**src/gbn_pkg.sv**
```systemverilog
// Shared types, field widths and codes for the go-back-N sender.
package gbn_pkg;

    // Fixed field widths of the input and result beats.
    localparam int SEQ_W   = 20;
    localparam int CMD_W   = 2;
    localparam int COUNT_W = 24;

    // Configuration register widths.
    localparam int TOTAL_W   = 20;
    localparam int WIN_W     = 11;
    localparam int TIMEOUT_W = 16;

    // Configuration register reset values.
    localparam logic [TOTAL_W-1:0]   TOTAL_RESET   = 20'd20000;
    localparam logic [WIN_W-1:0]     WIN_RESET     = 11'd1;
    localparam logic [TIMEOUT_W-1:0] TIMEOUT_RESET = 16'd1500;

    // Defaults for the top-level parameters.
    localparam int SEQ_BITS_DEF   = 20;
    localparam int TIMER_BITS_DEF = 16;

    // APB port geometry: three 32-bit registers at byte addresses 0, 4 and 8.
    localparam int PADDR_W = 4;
    localparam int PDATA_W = 32;

    // Register index, taken from paddr[3:2].
    typedef enum logic [1:0] {
        REG_TOTAL   = 2'd0,
        REG_WINDOW  = 2'd1,
        REG_TIMEOUT = 2'd2
    } gbn_reg_t;

    // Command codes of an input beat.
    typedef enum logic [CMD_W-1:0] {
        CMD_TICK    = 2'd0,
        CMD_ACK     = 2'd1,
        CMD_RESTART = 2'd2
    } gbn_cmd_t;

    // Input beat payload.
    typedef struct packed {
        logic [CMD_W-1:0] cmd;
        logic [SEQ_W-1:0] ack_value;
    } gbn_in_t;

    // Result beat payload.
    typedef struct packed {
        logic               send_valid;
        logic [SEQ_W-1:0]   send_seq;
        logic               is_resend;
        logic [COUNT_W-1:0] resend_total;
        logic               timed_out;
        logic [SEQ_W-1:0]   window_base;
        logic               done_res;
    } gbn_out_t;

endpackage

```
**src/gbn_stream_if.sv**
```systemverilog
// Valid/ready stream interface carrying one payload beat per handshake.
interface gbn_stream_if #(
    parameter type payload_t = logic
);
    logic     valid;
    logic     ready;
    payload_t data;

    modport source (output valid, output data, input ready);
    modport sink   (input valid, input data, output ready);
endinterface

```
**src/go_back_n_sender_top.sv**
```systemverilog
// Go-back-N sender core: window, timer and resend tracking with an APB register port.
//
//  Channel   Role              Payload
//  req       sink, valid/ready gbn_in_t  (cmd, ack_value)
//  rsp       source, v/r       gbn_out_t (send_valid .. done_res)
//  apb       slave, write/read total_messages, window_size, timeout_ticks
//
//  Each beat passes an input register, then compare and count logic that updates the
//  sender state and loads the result register; one beat per cycle is sustained while rsp
//  does not stall, set by the single state-update step.
//  Reset (rst_n low, asynchronous) clears the sender state and both stage valids and
//  loads the register defaults.  A stalled rsp holds its beat; req keeps being taken
//  while the input register is empty or the result register can move on.
module go_back_n_sender_top
    import gbn_pkg::*;
#(
    parameter int SEQ_BITS   = SEQ_BITS_DEF,
    parameter int TIMER_BITS = TIMER_BITS_DEF
) (
    input  logic                clk,
    input  logic                rst_n,
    gbn_stream_if.sink          req,
    gbn_stream_if.source        rsp,
    input  logic                psel,
    input  logic                penable,
    input  logic                pwrite,
    input  logic [PADDR_W-1:0]  paddr,
    input  logic [PDATA_W-1:0]  pwdata,
    output logic [PDATA_W-1:0]  prdata,
    output logic                pready
);

    // Widths for compares that must not wrap.
    localparam int CMP_W   = ((SEQ_BITS > TOTAL_W) ? SEQ_BITS : TOTAL_W) + 2;
    localparam int LIM_W   = ((TIMER_BITS > TIMEOUT_W) ? TIMER_BITS : TIMEOUT_W) + 1;
    localparam int TOT_EFF = (SEQ_BITS < TOTAL_W) ? SEQ_BITS : TOTAL_W;
    localparam int TMO_EFF = (TIMER_BITS < TIMEOUT_W) ? TIMER_BITS : TIMEOUT_W;
    localparam logic [TOTAL_W-1:0]   TOTAL_MASK   = TOTAL_W'((64'd1 << TOT_EFF) - 64'd1);
    localparam logic [TIMEOUT_W-1:0] TIMEOUT_MASK = TIMEOUT_W'((64'd1 << TMO_EFF) - 64'd1);
    localparam logic [COUNT_W-1:0]   COUNT_MAX    = '1;

    // Configuration registers.
    logic [TOTAL_W-1:0]   total_reg;
    logic [WIN_W-1:0]     window_reg;
    logic [TIMEOUT_W-1:0] timeout_reg;

    // Sender state.
    logic [SEQ_BITS-1:0]   base_reg, base_next;
    logic [SEQ_BITS-1:0]   nseq_reg, nseq_next;
    logic [SEQ_BITS-1:0]   hw_reg, hw_next;
    logic [TIMER_BITS-1:0] wait_reg, wait_next;
    logic [COUNT_W-1:0]    resend_reg, resend_next;

    // Pipeline registers.
    logic     in_valid_reg;
    gbn_in_t  in_data_reg;
    logic     out_valid_reg;
    gbn_out_t out_data_reg;
    gbn_out_t result;

    logic advance;
    logic proc;
    logic cfg_wr;
    gbn_reg_t reg_idx;

    assign pready  = 1'b1;
    assign cfg_wr  = psel && penable && pwrite && pready;
    assign reg_idx = gbn_reg_t'(paddr[3:2]);

    // Register writes.
    always_ff @(posedge clk or negedge rst_n)
    begin
        if (!rst_n)
        begin
            total_reg   <= TOTAL_RESET & TOTAL_MASK;
            window_reg  <= WIN_RESET;
            timeout_reg <= TIMEOUT_RESET & TIMEOUT_MASK;
        end
        else if (cfg_wr)
        begin
            unique case (reg_idx)
                REG_TOTAL:   total_reg   <= pwdata[TOTAL_W-1:0] & TOTAL_MASK;
                REG_WINDOW:  window_reg  <= pwdata[WIN_W-1:0];
                REG_TIMEOUT: timeout_reg <= pwdata[TIMEOUT_W-1:0] & TIMEOUT_MASK;
                default: ;
            endcase
        end
    end

    // Register reads.
    always_comb
    begin
        unique case (reg_idx)
            REG_TOTAL:   prdata = PDATA_W'(total_reg);
            REG_WINDOW:  prdata = PDATA_W'(window_reg);
            REG_TIMEOUT: prdata = PDATA_W'(timeout_reg);
            default:     prdata = '0;
        endcase
    end

    // Handshake: the result register moves when empty or taken.
    assign advance   = !out_valid_reg || rsp.ready;
    assign proc      = in_valid_reg && advance;
    assign req.ready = !in_valid_reg || advance;
    assign rsp.valid = out_valid_reg;
    assign rsp.data  = out_data_reg;

    // Input register.
    always_ff @(posedge clk or negedge rst_n)
    begin
        if (!rst_n)
        begin
            in_valid_reg <= 1'b0;
        end
        else if (req.ready)
        begin
            in_valid_reg <= req.valid;
        end
    end

    always_ff @(posedge clk)
    begin
        if (req.valid && req.ready)
        begin
            in_data_reg <= req.data;
        end
    end

    // Per-beat state update and result.
    always_comb
    begin
        logic [SEQ_BITS-1:0]   ack_eff;
        logic [SEQ_BITS-1:0]   total_eff;
        logic [SEQ_BITS-1:0]   new_base;
        logic [SEQ_BITS-1:0]   seq_inc;
        logic [CMP_W-1:0]      win_end;
        logic [LIM_W-1:0]      limit;
        logic [LIM_W-1:0]      wait_inc;
        logic                  can_send;
        logic                  all_done;
        logic                  sv;
        logic [SEQ_BITS-1:0]   sq;
        logic                  rs;
        logic                  to;

        ack_eff   = SEQ_BITS'(in_data_reg.ack_value);
        total_eff = SEQ_BITS'(total_reg);
        win_end   = CMP_W'(base_reg) + CMP_W'(window_reg);
        can_send  = (CMP_W'(nseq_reg) < win_end) && (CMP_W'(nseq_reg) < CMP_W'(total_eff));
        all_done  = (CMP_W'(base_reg) >= CMP_W'(total_eff))
                    && (CMP_W'(nseq_reg) >= CMP_W'(total_eff));
        limit     = (timeout_reg == '0) ? LIM_W'(1) : LIM_W'(timeout_reg);
        wait_inc  = LIM_W'(wait_reg) + LIM_W'(1);
        seq_inc   = nseq_reg + SEQ_BITS'(1);
        new_base  = (CMP_W'(ack_eff) < CMP_W'(total_eff)) ? ack_eff : total_eff;

        base_next   = base_reg;
        nseq_next   = nseq_reg;
        hw_next     = hw_reg;
        wait_next   = wait_reg;
        resend_next = resend_reg;
        sv = 1'b0;
        sq = '0;
        rs = 1'b0;
        to = 1'b0;

        case (in_data_reg.cmd)
            CMD_TICK:
            begin
                if (can_send)
                begin
                    // Send the next number; below the high-water mark it is a resend.
                    sv = 1'b1;
                    sq = nseq_reg;
                    if (nseq_reg < hw_reg)
                    begin
                        rs = 1'b1;
                        if (resend_reg != COUNT_MAX)
                        begin
                            resend_next = resend_reg + COUNT_W'(1);
                        end
                    end
                    nseq_next = seq_inc;
                    if (seq_inc > hw_reg)
                    begin
                        hw_next = seq_inc;
                    end
                    wait_next = '0;
                end
                else if (!all_done)
                begin
                    // Idle tick: count toward the timeout, then go back to base.
                    if (wait_inc >= limit)
                    begin
                        nseq_next = base_reg;
                        wait_next = '0;
                        to = 1'b1;
                    end
                    else
                    begin
                        wait_next = TIMER_BITS'(wait_inc);
                    end
                end
            end
            CMD_ACK:
            begin
                if (ack_eff > base_reg)
                begin
                    base_next = new_base;
                    if (nseq_reg < new_base)
                    begin
                        nseq_next = new_base;
                    end
                end
                wait_next = '0;
            end
            CMD_RESTART:
            begin
                base_next   = '0;
                nseq_next   = '0;
                hw_next     = '0;
                wait_next   = '0;
                resend_next = '0;
            end
            default: ;
        endcase

        result.send_valid   = sv;
        result.send_seq     = SEQ_W'(sq);
        result.is_resend    = rs;
        result.resend_total = resend_next;
        result.timed_out    = to;
        result.window_base  = SEQ_W'(base_next);
        result.done_res     = CMP_W'(base_next) >= CMP_W'(total_eff);
    end

    // Sender state registers.
    always_ff @(posedge clk or negedge rst_n)
    begin
        if (!rst_n)
        begin
            base_reg   <= '0;
            nseq_reg   <= '0;
            hw_reg     <= '0;
            wait_reg   <= '0;
            resend_reg <= '0;
        end
        else if (proc)
        begin
            base_reg   <= base_next;
            nseq_reg   <= nseq_next;
            hw_reg     <= hw_next;
            wait_reg   <= wait_next;
            resend_reg <= resend_next;
        end
    end

    // Result register.
    always_ff @(posedge clk or negedge rst_n)
    begin
        if (!rst_n)
        begin
            out_valid_reg <= 1'b0;
        end
        else if (advance)
        begin
            out_valid_reg <= in_valid_reg;
        end
    end

    always_ff @(posedge clk)
    begin
        if (proc)
        begin
            out_data_reg <= result;
        end
    end

    // The next number to send never falls behind the window base.
    a_next_not_below_base: assert property (
        @(posedge clk) disable iff (!rst_n)
        nseq_reg >= base_reg
    ) else $error("next sequence number fell below the window base");

    // A beat that sends restarts the idle timer.
    a_send_clears_timer: assert property (
        @(posedge clk) disable iff (!rst_n)
        (proc && result.send_valid) |=> (wait_reg == '0)
    ) else $error("idle timer not cleared after a send");

    // A resend or a timeout only shows with the matching send state.
    a_result_flags: assert property (
        @(posedge clk) disable iff (!rst_n)
        out_valid_reg |-> ((!out_data_reg.is_resend || out_data_reg.send_valid)
                           && !(out_data_reg.timed_out && out_data_reg.send_valid))
    ) else $error("inconsistent resend or timeout flags in result");

    // The resend count moves by at most one per processed beat, except on restart.
    a_resend_step: assert property (
        @(posedge clk) disable iff (!rst_n)
        (proc && in_data_reg.cmd != CMD_RESTART)
            |=> (resend_reg == $past(resend_reg)
                 || resend_reg == $past(resend_reg) + COUNT_W'(1))
    ) else $error("resend count jumped");

endmodule
```
**src/flat_wrapper.sv**
```systemverilog
// flat-port wrapper written by rule: the top's interface ports become plain ports
module go_back_n_sender_top_flat import gbn_pkg::*;
#(
    parameter int SEQ_BITS   = SEQ_BITS_DEF,
    parameter int TIMER_BITS = TIMER_BITS_DEF
)
  (clk, rst_n, psel, penable, pwrite, paddr, pwdata, prdata, pready, req_valid, req_data, req_ready, rsp_valid, rsp_data, rsp_ready);
  gbn_stream_if req_i ();
  gbn_stream_if rsp_i ();
  input  logic clk;
  input  logic rst_n;
  input  logic psel;
  input  logic penable;
  input  logic pwrite;
  input  logic [PADDR_W-1:0] paddr;
  input  logic [PDATA_W-1:0] pwdata;
  output logic [PDATA_W-1:0] prdata;
  output logic pready;
  input wire logic [$bits(req_i.valid)-1:0] req_valid;
  input wire logic [$bits(req_i.data)-1:0] req_data;
  output wire logic [$bits(req_i.ready)-1:0] req_ready;
  output wire logic [$bits(rsp_i.valid)-1:0] rsp_valid;
  output wire logic [$bits(rsp_i.data)-1:0] rsp_data;
  input wire logic [$bits(rsp_i.ready)-1:0] rsp_ready;
  assign req_i.valid = req_valid;
  assign req_i.data = req_data;
  assign req_ready = req_i.ready;
  assign rsp_valid = rsp_i.valid;
  assign rsp_data = rsp_i.data;
  assign rsp_i.ready = rsp_ready;
  go_back_n_sender_top #(.SEQ_BITS(SEQ_BITS), .TIMER_BITS(TIMER_BITS)) u_core (.clk(clk), .rst_n(rst_n), .req(req_i), .rsp(rsp_i), .psel(psel), .penable(penable), .pwrite(pwrite), .paddr(paddr), .pwdata(pwdata), .prdata(prdata), .pready(pready));
endmodule
```
**config.mk**
```make
export PLATFORM = sky130hd
export DESIGN_NAME = go_back_n_sender_top_flat
export DESIGN_NICKNAME = d
export VERILOG_FILES = /design/src/gbn_pkg.sv /design/src/gbn_stream_if.sv /design/src/go_back_n_sender_top.sv /design/src/flat_wrapper.sv
export SDC_FILE = /design/constraint.sdc
export NUM_CORES = 1
export LEC_CHECK = 0
export ABC_AREA = 1
export BUFFER_PORTS_ARGS = -buffer_cell sky130_fd_sc_hd__buf_2
export CORE_AREA = 2 2 77 79
export DETAILED_ROUTE_END_ITERATION = 8
export DIE_AREA = 0 0 79 81
export HOLD_SLACK_MARGIN = 0.08
export PLACE_DENSITY = 0.78
export SETUP_SLACK_MARGIN = 0.4
export SYNTH_ARGS = -nofsm -noshare
export SYNTH_HDL_FRONTEND = slang
export SYNTH_SLANG_ARGS = --single-unit
```
**constraint.sdc**
```tcl
create_clock -name clk -period 1 [get_ports clk]
set_input_delay 0.2 -clock clk [delete_from_list [all_inputs] [get_ports clk]]
set_output_delay 0.2 -clock clk [all_outputs]
set_load 0.02 [all_outputs]
```
==> run metrics, run 1 <==
flip-flop count of the largest register after layout 20; final core utilization 71.43%; slowest cell delay on critical path 0.54 ns; Synth Register Bits 50; cells taking the most area after synthesis sky130_fd_sc_hd__dfrtp_1 (37%), sky130_fd_sc_hd__nand2_1 (16%), sky130_fd_sc_hd__dfstp_2 (14%); last weighted congestion value of the routability-driven placer 0.7966; final WL 8.270 mm; Netlist Area Pre-Place 2457 sq um; signed area change from the synthesized netlist to the final layout 64.97%; number of max-slew violations in the final report 0; data required time of the critical path 0.80 ns; post-synthesis share of cell area spent on and, or, nand and nor gates 24.03%; clock period minus final worst setup slack 1.363 ns; IO Pins 80; number of cells after detailed placement 420; source-to-sink clock delay at the later pin of the worst-skew pair 0.32 ns; multiplexer share of the synthesized area 0%; outcome finished with violations; peak fanout along the critical path 2; floorplan core area 5675 sq um; drt via density 5.162; post-placement setup slack -0.2217 ns; total leakage power 2.020 nW; HPWL after detailed placement 3.543 mm; violations in the final reports negative hold slack, negative setup slack; ANT nets after route 0; 1st-pass router iterations 5; Pwr Total 6.662 mW; endpoint kind of the worst setup timing path output port; compound-cell area share of the yosys netlist 11.56%; antenna violations before repair 0; Worst Reg-to-Reg Cells 6; total area of sequential cells 1274 sq um; sequential element share of the synthesized area 51.78%; leading register cell type out of synthesis sky130_fd_sc_hd__dfrtp_1; post-synthesis cell count 294; Crit Path Category reg2out; final instance count without filler cells 475; setup-violating endpoint count in the final report 33; worst endpoint data arrival time 1.16 ns; area of the die 6399 sq um; number of levels in the clock H-tree 2; path type of the worst min-delay path in2async; startpoint type of the worst setup path flop; launching point of the worst reg2reg path u_core.total_reg[10]; xor/xnor share of the synthesized area 0%; Worst Skew 0.01754 ns; register-to-register setup slack -0.22 ns; detailed router's first-iteration violation count 186; layout cell share with drive strength beyond 1 60.00%; number of nets in the final layout 443; std cell rows 28; pwr/cell area 1643 nW/um^2; cell types with the highest counts after synthesis sky130_fd_sc_hd__nand2_1 (105), sky130_fd_sc_hd__dfrtp_1 (36), sky130_fd_sc_hd__inv_1 (28); proportion of synthesized flip-flops having asynchronous set or reset 98.00%; clock-pin slew on the worst setup and hold paths 0.11 ns; Longest Clk Path Bufs 2; count of synthesis-stage warnings from yosys 0; multi-input logic area 1331 sq um; number of sinks on the clock net 50; total number of vias 2452; die outline height 81 microns; maximum ir drop on the vdd rail 0.8876 mV; Max stage delay cell, worst path sky130_fd_sc_hd__dfstp_2; main combinational cell family by area after synthesis simple AND/OR/NAND/NOR gates; cell at the root of the clock tree sky130_fd_sc_hd__clkbuf_8; remaining global-route overflow 0; final critical-path setup slack -0.3635 ns; count of different cell masters after synthesis 22; total clock buffers created by CTS 5; CTS tree done; die extent in x 79 microns; final routed DRC violation total 0; Max Cap Violations 0; final period utilization 136.3%; synthesized area per cell 8.358 sq um; post-synthesis share of cell area spent on full adders, half adders and majority gates 0%; peak clock frequency supported by timing 0.7334 GHz; ANT cells 0; cell breakdown of the critical path nand2_1, o211ai_1, buf_4; worst-case hold slack -0.1416 ns; first-pass GRT wire length 9.949 mm; number of fill cells in the layout 370; detail-routed net length per standard cell 17.41 microns; number of enable flip-flop cells after synthesis 1; count of port buffers added during placement 51; most numerous cell in the Yosys netlist sky130_fd_sc_hd__nand2_1; count of endpoints failing hold in the final timing report 36; post-synth top area share 36.66%; maximum number of pins on one net before global-route repair 50; RSZ-0062 raised after global routing yes; Tot GR Track Use 19.85%; worst reg2reg endpoint u_core.rsp.data; initial standard-cell utilization of the core 43.30%; via count of the first global-routing pass 2150; largest area contributor in the synthesized netlist sky130_fd_sc_hd__dfrtp_1
final cells by class:
| type | instances | share of cell area (%) |
|---|---|---|
| inverters | 30 | 2.901 |
| flip-flops and latches | 50 | 31.42 |
| clock inverters | 3 | 0.9877 |
| well taps | 75 | 2.315 |
| repair buffers | 109 | 27.84 |
| clock buffers | 5 | 1.698 |
| multi-input cells | 203 | 32.84 |
worst max-delay path: cells and delay by family (launching register included):
| kind | cells | cell delay (ns) |
|---|---|---|
| flip-flops | 1 | 0.54 |
| buffers and inverters | 1 | 0.18 |
| AO/OA/AOI/OAI | 1 | 0.09 |
| AND/OR/NAND/NOR | 1 | 0.05 |
worst max path at each step:
stage | startpoint | to | slack (ns) | cells past startpoint
3_3_place_gp | paddr[2] | prdata[1] | -0.21 | 7
6_report | u_core.window_reg[0] | prdata[0] | -0.36 | 3
3_5_place_dp | paddr[2] | u_core.total_reg[1] | -0.22 | 6
4_1_cts | u_core.window_reg[0] | prdata[0] | -0.35 | 3
2_1_floorplan | paddr[2] | prdata[0] | -0.10 | 3
5_1_grt | u_core.window_reg[0] | prdata[0] | -0.40 | 3
routing by layer:
| layer | wire, microns | part of all wire (%) | global-route usage (%) | vias to the layer above |
|---|---|---|---|---|
| met5 | 0 | 0 | 0 | - |
| met4 | 332 | 4.0 | 7.586 | 0 |
| met2 | 4209 | 51 | 33.31 | 118 |
| met1 | 3204 | 39 | 24.93 | 1196 |
| met3 | 523 | 6.3 | 4.889 | 33 |
| li1 | - | - | - | 1105 |
timing repair:
| action | in CTS | in global routing |
|---|---|---|
| setup buffers | 24 | 15 |
| gates cloned | 3 | 5 |
| endpoints found under the setup margin | 74 | 74 |
| pin swaps | 24 | 22 |
| gates resized for setup | 91 | 76 |
| hold endpoints to repair | 37 | 36 |
cell usage in the layout, fill, tap and decap left out, types with 5 or more instances in the layout:
cell type	count
sky130_fd_sc_hd__o21ai_1	18
sky130_fd_sc_hd__nand3_2	8
sky130_fd_sc_hd__nand2_8	5
sky130_fd_sc_hd__buf_12	10
sky130_fd_sc_hd__nor2_4	8
sky130_fd_sc_hd__o21ai_2	23
sky130_fd_sc_hd__buf_6	38
sky130_fd_sc_hd__conb_1	13
sky130_fd_sc_hd__clkbuf_8	5
sky130_fd_sc_hd__nand2_4	9
sky130_fd_sc_hd__nand2_2	44
sky130_fd_sc_hd__inv_1	22
sky130_fd_sc_hd__inv_2	6
sky130_fd_sc_hd__dfrtp_1	35
sky130_fd_sc_hd__nor2_1	11
sky130_fd_sc_hd__buf_2	25
sky130_fd_sc_hd__dfstp_2	13
sky130_fd_sc_hd__nand2_1	52
sky130_fd_sc_hd__buf_4	29
per-stage QoR:
stage / hold slack, ns / TNS, ns / area, sq um
3_3_place_gp: 0.2066 / -9.357 / 2914
5_1_grt: -0.1313 / -7.026 / 4054
6_report: -0.1416 / -6.074 / 4054
4_1_cts: -0.1251 / -5.417 / 3541
2_1_floorplan: -0.09559 / -0.7602 / 2592
3_5_place_dp: 0.2047 / -11.03 / 2914
power by group:
group / switching [mW] / internal (mW) / leakage (nW)
Combinational: 1.17 / 1.18 / 1.36
Sequential: 0.337 / 2.50 / 0.598
Clock: 0.730 / 0.739 / 0.0579
logic make-up (layout without fill, tap and decap cells):
logic type      Yosys count  after routing
compound gates           47             47
flops                    50             50
buf+inv                  54            147
other cells               2             13
simple gates            141            143
No activity file was read; power rests on OpenSTA's default activity.
==> inputs of run 2 (changes only) <==
Settings changed: RECOVER_POWER from default to 25.
==> run 2 against run 1 <==
Effect of this change: the flow finishes with violations (negative setup slack); highest routed layer unchanged; flip-flop and latch count did not move; sequential power barely moved; critical path depth did not move; setup slack improved by 0.0010 ns; largest power group unchanged; final area fell by 0.31%; hold slack improved by 0.16 ns.
==> run metrics, run 2 (same netlist as run 1, synthesis figures left out) <==
die extent in x 79 microns (unchanged); setup-violating endpoint count in the final report 33 (unchanged); number of cells after detailed placement 420 (unchanged); number of sinks on the clock net 50 (unchanged); Max Cap Violations 0 (unchanged); most common cell after layout, fill and taps aside sky130_fd_sc_hd__nand2_1 (unchanged); detail-routed net length per standard cell 17.31 microns (was 17.41 microns); Max stage delay cell, worst path sky130_fd_sc_hd__dfstp_2 (unchanged); violations in the final reports negative setup slack (was negative hold slack, negative setup slack); kind of cell adding the most delay to the critical path flip-flops (unchanged); Area after DPL 2914 sq um (unchanged); initial standard-cell utilization of the core 43.30% (unchanged); clock period minus final worst setup slack 1.362 ns (was 1.363 ns); Crit Path Category reg2out (unchanged); flip-flop count of the largest register after layout 20 (unchanged); final period utilization 136.2% (was 136.3%); last weighted congestion value of the routability-driven placer 0.7966 (unchanged); Pwr Total 6.645 mW (was 6.662 mW); total leakage power 2.015 nW (was 2.020 nW); final core utilization 71.21% (was 71.43%); net switching share of the total power 33.56% (was 33.64%); worst-case hold slack 0.02070 ns (was -0.1416 ns); Tot GR Track Use 19.85% (unchanged); RSZ-0062 raised after global routing yes (unchanged); count of port buffers added during placement 51 (unchanged); HPWL after detailed placement 3.543 mm (unchanged); combinational power share 35.3% (about the same); std cell rows 28 (unchanged); final routed DRC violation total 0 (unchanged); startpoint type of the worst setup path flop (unchanged); Worst Skew 0.01748 ns (was 0.01754 ns); most frequent cells in the layout sky130_fd_sc_hd__nand2_1 (52), sky130_fd_sc_hd__nand2_2 (44), sky130_fd_sc_hd__buf_6 (38), sky130_fd_sc_hd__dfrtp_1 (35), sky130_fd_sc_hd__buf_4 (29) (unchanged); source-to-sink clock delay at the later pin of the worst-skew pair 0.31 ns (was 0.32 ns); layout cell share with drive strength beyond 1 60.00% (unchanged); number of levels in the clock H-tree 2 (unchanged); antenna violations before repair 0 (unchanged); worst endpoint data arrival time 1.16 ns (about the same); signed area change from the synthesized netlist to the final layout 64.46% (was 64.97%); slowest cell delay on critical path 0.59 ns (was 0.54 ns); area of the die 6399 sq um (unchanged); Longest Clk Path Bufs 2 (unchanged); clock-pin slew on the worst setup and hold paths 0.11 ns (about the same); P_sw 2.230 mW (was 2.241 mW); floorplan core area 5675 sq um (unchanged); final instance count without filler cells 475 (unchanged); proportion of power drawn by flip-flops and latches 42.8% (was 42.6%); pwr/cell area 1644 nW/um^2 (was 1643 nW/um^2); 1st-pass router iterations 6 (was 5); internal power 4.415 mW (was 4.421 mW); final non-filler cell area 4041 sq um (was 4054 sq um); first-pass GRT wire length 9.949 mm (unchanged); drt via density 5.189 (was 5.162); path type of the worst min-delay path in2async (unchanged); endpoint kind of the worst setup timing path output port (unchanged); worst-case headroom to the max-slew limit 55.02%; data required time of the critical path 0.80 ns (about the same); cell at the root of the clock tree sky130_fd_sc_hd__clkbuf_8 (unchanged); post-placement setup slack -0.2217 ns (unchanged); CTS tree done (unchanged); remaining global-route overflow 0 (unchanged); detailed router's first-iteration violation count 186 (unchanged); total clock buffers created by CTS 5 (unchanged); number of logic stages on the critical path including buffering 3 (unchanged); maximum number of pins on one net before global-route repair 50 (unchanged); peak fanout along the critical path 2 (unchanged); total number of vias 2465 (was 2452); number of nets in the final layout 443 (unchanged); Fin Setup TNS -6.007 ns (was -6.074 ns); cell breakdown of the critical path nand2_2, nand3_2, buf_6 (was nand2_1, o211ai_1, buf_4); ANT nets after route 0 (unchanged); via count of the first global-routing pass 2150 (unchanged); number of max-slew violations in the final report 0 (unchanged); IO Pins 80 (unchanged); outcome finished with violations (unchanged); Worst Reg-to-Reg Cells 6 (unchanged); peak clock frequency supported by timing 0.7340 GHz (was 0.7334 GHz); final WL 8.224 mm (was 8.270 mm); count of endpoints failing hold in the final timing report 0 (was 36); final critical-path setup slack -0.3624 ns (was -0.3635 ns); number of buffer and inverter stages on the critical path 1 (unchanged); actual transition at the worst max-transition pin 0.6746 ns; die outline height 81 microns (unchanged); maximum ir drop on the vdd rail 0.8847 mV (was 0.8876 mV); Clk pwr share 22.0% (about the same); ANT cells 0 (unchanged)
-- run 2: cell type report --
cell class | instances | area [sq um]
fillers | 372 | 1634
multi-input cells | 203 | 1331
flip-flops and latches | 50 | 1274
repair buffers | 109 | 1116
inverters | 30 | 117.6
well taps | 75 | 93.84
clock buffers | 5 | 68.82
clock inverters | 3 | 40.04
-- run 2: what timing repair did --
| item | CTS | global route |
|---|---|---|
| pin swaps | 24 | 22 |
| hold endpoints to repair | 37 | 36 |
| setup endpoints to repair | 74 | 74 |
| resized for setup | 91 | 76 |
| buffers inserted | 24 | 15 |
| cloned | 3 | 5 |
-- run 2: path summary, 6_finish.rpt --
| path | from | endpoint | slack (ns) |
|---|---|---|---|
| setup / recovery | u_core.total_reg[10] | prdata[10] | -0.36 |
| hold / removal | rst_n | u_core.window_reg[10] | 0.02 |
| setup reg to reg | u_core.total_reg[10] | u_core.rsp.data | -0.22 |
| hold reg to reg | u_core.window_reg[0] | u_core.window_reg[0] | 0.47 |
| max in group asynchronous | rst_n | u_core.rsp.valid | 0.51 |
| min in group clk | req_valid | u_core.in_valid_reg | 0.09 |
-- run 2: worst reg2reg max path: cells and delay by family, from the launching register on --
| kind | cells | cell delay [ns] |
|---|---|---|
| AND/OR/NAND/NOR | 5 | 0.28 |
| flip-flops | 1 | 0.59 |
| buffers and inverters | 1 | 0.13 |
-- run 2: layer usage --
metal	vias up	part of all wire (%)	global-route usage, %
met5	-	0	0
met4	0	4.3	7.586
met3	33	6.8	4.889
met2	126	51	33.31
met1	1200	38	24.93
li1	1106	-	-
-- run 2: power by group through the flow --
stage | sequential, mW | combinational, mW | clock [mW]
3_3_place_gp | 2.77 | 1.26 | 0
6_report | 2.84 | 2.34 | 1.46
5_1_grt | 2.87 | 2.51 | 1.57
3_5_place_dp | 2.79 | 1.29 | 0
2_1_floorplan | 2.74 | 0.921 | 0
4_1_cts | 2.74 | 1.85 | 1.44
